[src/rtl/blzd_pkg.sv]
`timescale 1ns / 1ps
// ----------------------------------------------------------------------------
// blzd_pkg
// Shared types and constants for the backward LZ bitstream decompressor.
// ----------------------------------------------------------------------------
package blzd_pkg;

    localparam int DIST_BITS = 13;
    localparam int LEVELS    = 4;
    localparam logic [7:0] EXT_CONT = 8'hFF;

    // Token decode phase
    typedef enum logic [2:0] {
        PH_FLAG  = 3'd0,
        PH_LIT   = 3'd1,
        PH_DIST  = 3'd2,
        PH_LEVEL = 3'd3,
        PH_EXT   = 3'd4,
        PH_COPY  = 3'd5
    } phase_t;

    // Back-end sequencer state
    typedef enum logic [2:0] {
        ST_IDLE  = 3'd0,
        ST_START = 3'd1,
        ST_BITS  = 3'd2,
        ST_CP_RD = 3'd3,
        ST_CP_WR = 3'd4,
        ST_FIN   = 3'd5,
        ST_LAST  = 3'd6
    } state_t;

    // One queued input item
    typedef struct packed {
        logic       req_type;
        logic [7:0] comp_byte;
    } item_t;

    // One result item
    typedef struct packed {
        logic [7:0] out_byte;
        logic       byte_valid;
        logic       burst_last;
        logic       copy_pending;
        logic       done_res;
        logic       bad_reference;
    } res_t;

    // Bit width of each length level
    function automatic logic [3:0] level_width(input logic [1:0] lvl);
        logic [3:0] w;
        case (lvl)
            2'd0:    w = 4'd2;
            2'd1:    w = 4'd3;
            2'd2:    w = 4'd5;
            default: w = 4'd8;
        endcase
        return w;
    endfunction

endpackage

[src/rtl/blzd_front.sv]
`timescale 1ns / 1ps
// ----------------------------------------------------------------------------
// blzd_front
// Input front end: two-entry queue that decouples the input channel from
// the decode engine.
// ----------------------------------------------------------------------------
module blzd_front (
    input  logic                 aclk,
    input  logic                 aresetn,
    input  logic                 s_valid,
    output logic                 s_ready,
    input  logic                 s_req_type,
    input  logic [7:0]           s_comp_byte,
    output logic                 q_valid,
    output blzd_pkg::item_t      q_item,
    input  logic                 q_pop
);

    blzd_pkg::item_t mem_reg [2];
    logic            wr_ptr_reg, wr_ptr_next;
    logic            rd_ptr_reg, rd_ptr_next;
    logic [1:0]      count_reg, count_next;
    logic            push;
    logic            pop;

    assign s_ready = (count_reg != 2'd2);
    assign q_valid = (count_reg != 2'd0);
    assign q_item  = mem_reg[rd_ptr_reg];
    assign push    = s_valid && s_ready;
    assign pop     = q_pop && q_valid;

    // Advance pointers and occupancy
    always_comb begin
        wr_ptr_next = push ? ~wr_ptr_reg : wr_ptr_reg;
        rd_ptr_next = pop ? ~rd_ptr_reg : rd_ptr_reg;
        count_next  = count_reg;
        if (push && !pop) begin
            count_next = count_reg + 2'd1;
        end else if (pop && !push) begin
            count_next = count_reg - 2'd1;
        end
    end

    always_ff @(posedge aclk) begin
        if (!aresetn) begin
            wr_ptr_reg <= 1'b0;
            rd_ptr_reg <= 1'b0;
            count_reg  <= 2'd0;
        end else begin
            wr_ptr_reg <= wr_ptr_next;
            rd_ptr_reg <= rd_ptr_next;
            count_reg  <= count_next;
        end
    end

    // Store the transfer payload
    always_ff @(posedge aclk) begin
        if (push) begin
            mem_reg[wr_ptr_reg] <= '{req_type: s_req_type, comp_byte: s_comp_byte};
        end
    end

endmodule

[config.mk]
export PLATFORM = sky130hd
export DESIGN_NAME = blzd_front
export DESIGN_NICKNAME = d
export VERILOG_FILES = /design/src/rtl/blzd_pkg.sv /design/src/rtl/blzd_front.sv
export SDC_FILE = /design/constraint.sdc
export NUM_CORES = 1
export LEC_CHECK = 0
export BUFFER_PORTS_ARGS = -buffer_cell sky130_fd_sc_hd__buf_4
export CAP_MARGIN = 25
export CORE_MARGIN = 2
export CORE_UTILIZATION = 25
export DETAILED_ROUTE_END_ITERATION = 10
export HOLD_SLACK_MARGIN = 0.12
export PLACE_DENSITY = 0.55
export SLEW_MARGIN = 20
export SYNTH_ARGS = -nofsm -noshare
export SYNTH_HDL_FRONTEND = slang
export SYNTH_SLANG_ARGS = --single-unit
[constraint.sdc]
create_clock -name aclk -period 2 [get_ports aclk]
set_input_delay 0.2 -clock aclk [delete_from_list [all_inputs] [get_ports aclk]]
set_output_delay 0.2 -clock aclk [all_outputs]
set_load 0.01 [all_outputs]
# Word-level counts from Yosys, hierarchy flattened
# Memories as Yosys holds them, arrays and structs flattened. A register that Yosys moved wholly into a read port is not among the register bits.
# Cells that the tools add are included.
# classes
addsub	2
mul	0
n_div	0
order_cmp	0
eq_ne	1
shifts	0
mux	6
bitwise	2
n_reduce_logical	8
# ops
op	n
$logic_and A1 B1 Y1	4
$mux W1	4
$mux W2	2
$reduce_bool A2 Y1	2
$add A2 B1 Y2 const B	1
$logic_not A1 Y1	2
$ne A2 B2 Y1 const B	1
$not A1 Y1	2
$sub A2 B1 Y2 const B	1
# word_totals
reg_bits	4
latch_bits	0
ram_bits	18
rom_bits	0
inputBits	13
output_inout_bits	11
word_cells	23
memories	1
# memory_table
name	depth	width	read_ports	rd_ports_with_merged_regs	write_ports	line	source
mem_reg	2	9	1	1	1	blzd_front.sv:19	blzd_pkg::item_t mem_reg [2];

# Longest topological paths before layout
# depth
ltp_word	6
ltp_mapped	6
depth_no_buf	6

# Worst setup path after synthesis
# OpenSTA, ideal clock, no wires.
# synth_timing
path_type	flip-flop to flip-flop
start	reg count_reg[0]
end	reg count_reg[1]
setup_ps	70
arrival_time_ps	1447
required_ps	1930
path_slack_ps	483
path_stages_with_launch	6
path_buffers	0
period_less_slack_ps	1517
path_cell_list	dfxtp_1 nand2b_4 and2_1 ha_1 or3_1 a21oi_1
# synth_via
elab_chain_len	5
word_cells_on_any_way	13
cone_classes	2 x add/sub; 1 x eq/ne; 2 x mux; 8 x reduce/logical
# synth_lines
item	line	source
from (decl)	blzd_front.sv:22	logic [1:0] count_reg, count_next;
from (signal assigned)	blzd_front.sv:52	count_reg <= count_next;
$ne A2 B2 Y1 *	blzd_front.sv:26	assign s_ready = (count_reg != 2'd2);
named net s_ready	blzd_front.sv:11	output logic s_ready,
$logic_and A1 B1 Y1 *	blzd_front.sv:29	assign push = s_valid && s_ready;
named net push	blzd_front.sv:23	logic push;
$logic_not A1 Y1	blzd_front.sv:39	end else if (pop && !push) begin
$logic_and A1 B1 Y1	blzd_front.sv:39	
$reduce_bool A2 Y1 (no line)	--	
# Mark *: on every way through the listed nets, which the timed path passes. The rest lies on a longest branch. The select of a mux whose other input is x is not followed.
# A chain may end at the register's enable or synchronous reset.

==> metrics.md <==
| Metric | Value |
|---|---|
| Number of sinks driven by the clock tree | 23 |
| Die Footprint | approximately 4000 µm² |
| Post-synth net total | 67 |
| Top-count cell post-synth | edfxtp_1 |
| Layout Skew | roughly 0.00086 ns |
| CTS Buffer Depth | 2 |
| Share of async-settable or async-resettable flops after synthesis | 0% |
| Number of synthesized flops with an enable pin | 18 |
| Routed wire per std cell | 11.0 µm |
| Leak pwr | 0.478 nW |
| # nets final | 103 |
| Yosys warns | 0 |
| Clock tree from TritonCTS | built |
| Post-detailed-route DRC marker count | 0 |
| HPWL Detailed | roughly 1000 µm |
| Post-CTS Hold Buffers | 9 |
| Vias in the first global route | ~530 |
| Slew HR | 70.6% |
| Total power | between 1 and 1.5 mW |
| Number of antenna diodes | 0 |
| Post-synthesis instance area | 881 µm² |
| Root Driver | clkbuf_4 |
| Post-CTS Repair Setup Buffers | 0 |
| Number of standard-cell rows in the floorplan | 21 |
| Post-cts repair resize count | 0 |
| Worst Hold Margin | roughly 0.18 ns |
| Number of distinct library cell variants in the gate-level netlist after synthesis | 17 |
| Floorplan die width | 63.4 µm |
| Effective utilization at floorplan | 26.2% |
| Worst endpoint data arrival time | ~1.5 ns |
| Largest net degree at the start of global routing | 14 |
| Main area contributors after synthesis | edfxtp_1 (61%), mux2_2 (12%), dfxtp_1 (11%), xor2_1 (3.0%), nand2b_4 (1.6%) |
| Synthesized instance count | 53 |
| Number of top-level pins | 24 |
| Number of routed nets with antenna violations | 0 |
| Clock period minus worst slack | roughly 1.7 ns |
| Ratio of cells with drive above 1 in the final layout | 44.3% |
| Critical path type | register to output pin |
| Slowest cell on the critical path | dfxtp_1 |
| Power per unit of standard cell area | 1080 nW/µm² |
| Unrepaired setup endpoints after global routing | false |
| Max-slew violation total from the final report | 0 |
| Predominant post-synthesis flop cell | edfxtp_1 |
| Yosys top cell area share | 61.4% |
| Synth area leader | edfxtp_1 |
| First-pass GRT wire length | 2380 µm |
| Startpoint of the worst hold path | aresetn |
| GPL Wtd Cong | 0.628 |
| Class of the tightest hold or removal check | input pin to register |
| Run status | finished, final reports clean |
| Via Count | around 530 |
| Upper clock frequency limit | 604 MHz |
| Delay contributed by the slowest stage of the critical path | around 0.6 ns |
| Period Utilization, post-route | 82.8% |
| Synthesized area per cell | 16.6 µm² |
| Number of detailed-route iterations in the first pass | 2 |
| Flip-flop count of the largest register, all copies and words added | 18 |
| Clk_lat worst skew | roughly 0.30 ns |
| Number of CTS-inserted buffers | 3 |
| Overall Global Routing Usage | slightly below 8% |
| Largest fanout of any net on the critical path | 9 |
| Worst IR drop on VDD | around 0.0005 V |
| Count of final hold-check violations | 0 |
| Overall overflow remaining after global route | 0 |
| Seq/Total Area, Yosys | 72.7% |
| Area Growth Syn to Fin | 38.9% |
| Antenna violations before repair | 0 |
| Finish-stage setup viols | 0 |
| CP Cell Sequence | mux2_2, buf_4 |
| Largest delay share family, worst path | flip-flops |
| Worst setup SP type | register |
| Via density per instance | 3.97 |
| DRC violation total after the first TritonRoute iteration | 4 |
| Wire length after detailed routing | between 1000 and 1500 µm |
| Count of maximum capacitance violations | 0 |
| Critical register-to-register path startpoint | count_reg[0]$_SDFFE_PN0P_ |
| Worst reg2reg path endpoint | count_reg[1]$_SDFFE_PN0P_ |
| Critical Path RT | 1.80 ns |
| Clock transition at the registers of the reported paths | ~0.12 ns |
| Cells on Worst Hold Path | 3 |
| Die height | 63.4 µm |
| Count of input and output buffers | 23 |
| Slew at the pin closest to its max-slew limit | 0.441 ns |
| Floorplan Core Area | 3360 µm² |
| CTS HTree Levels | 1 |
| Element type at the critical path end | output pin |
| Setup Total Neg Slack | 0 ns |
| Top cell types by occurrence after synthesis | edfxtp_1 (18), mux2_2 (9), dfxtp_1 (5) |
| Flip-flop and latch count after synthesis | 23 |
| Worst reg-to-reg setup slack | 0.37 ns |
| Critical path buffer and inverter count | 1 |
| Count of cells along the worst register-to-register path | 5 |
[tightest hold or removal path: cells and delay by family]
kind | cells | cell delay, ns
buffers and inverters | 2 | 0.15
and+or+nand+nor | 1 | 0.10
[cells in the final DEF, fill, tap and decap left out]
master and count:
dfxtp_1 5, clkbuf_4 3, dlygate4sd3_1 9, mux2_2 9, nand3b_1 1, xor2_1 3, ha_1 1, buf_4 23
o21ai_0 2, or3_1 1, and2_1 1, nand2b_4 1, or2_2 1, a21bo_2 1, edfxtp_1 18, clkinv_2 1
a21oi_1 2, inv_1 2, and3_1 1, nor2_1 3
[metrics by stage]
step / setup WS, ns / utilization, % / std cells / area [µm²]
detailed placement: 0.429 / 32.9 / 121 / 1110
global route: 0.232 / 36.4 / 134 / 1220
floorplan: 0.483 / - / 53 / 881
finish: 0.344 / 36.4 / 134 / 1220
global placement: 0.476 / 32.9 / 121 / 1110
CTS: 0.295 / 36.4 / 134 / 1220
[metal layers]
layer  up-vias  wire length, µm  track usage (%)
li1        263                -                -
met1       247              654             9.00
met2        20              707             12.6
met3         2               98             3.75
met4         0               18             2.99
met5         -                0                0
[worst max path at each step]
stage / from / to / cells past startpoint
3_5_place_dp: count_reg[0]$_SDFFE_PN0P_ / count_reg[1]$_SDFFE_PN0P_ / 5
2_1_floorplan: count_reg[0]$_SDFFE_PN0P_ / count_reg[1]$_SDFFE_PN0P_ / 5
5_1_grt: register / q_item[5] / 2
6_report: register / q_item[5] / 2
4_1_cts: register / q_item[6] / 2
3_3_place_gp: count_reg[0]$_SDFFE_PN0P_ / count_reg[1]$_SDFFE_PN0P_ / 5
[kinds of logic after synthesis]
| family | count (synthesis) | synth area share (%) |
|---|---|---|
| fa+ha+maj | 1 | 1.42 |
| compound gates | 5 | 3.41 |
| flops | 23 | 72.7 |
| xor+xnor | 3 | 2.98 |
| simple gates | 9 | 6.54 |
| buf+inv | 3 | 1.42 |
| mux | 9 | 11.5 |
[area by class of cell]
cell class | instances | area, µm²
clock inverters | 1 | 5.00
repair buffers | 32 | 263
well taps | 46 | 57.6
inverters | 2 | 7.51
fillers | 347 | 2140
flip-flops and latches | 23 | 641
multi-input cells | 27 | 228
clock buffers | 3 | 22.5
[where the power goes]
group,switching (mW),internal [mW]
registers,0.0643,0.605
clock network,0.132,0.0746
logic,0.190,0.252
total,0.386,0.932
No activity file was read; power rests on OpenSTA's default activity.
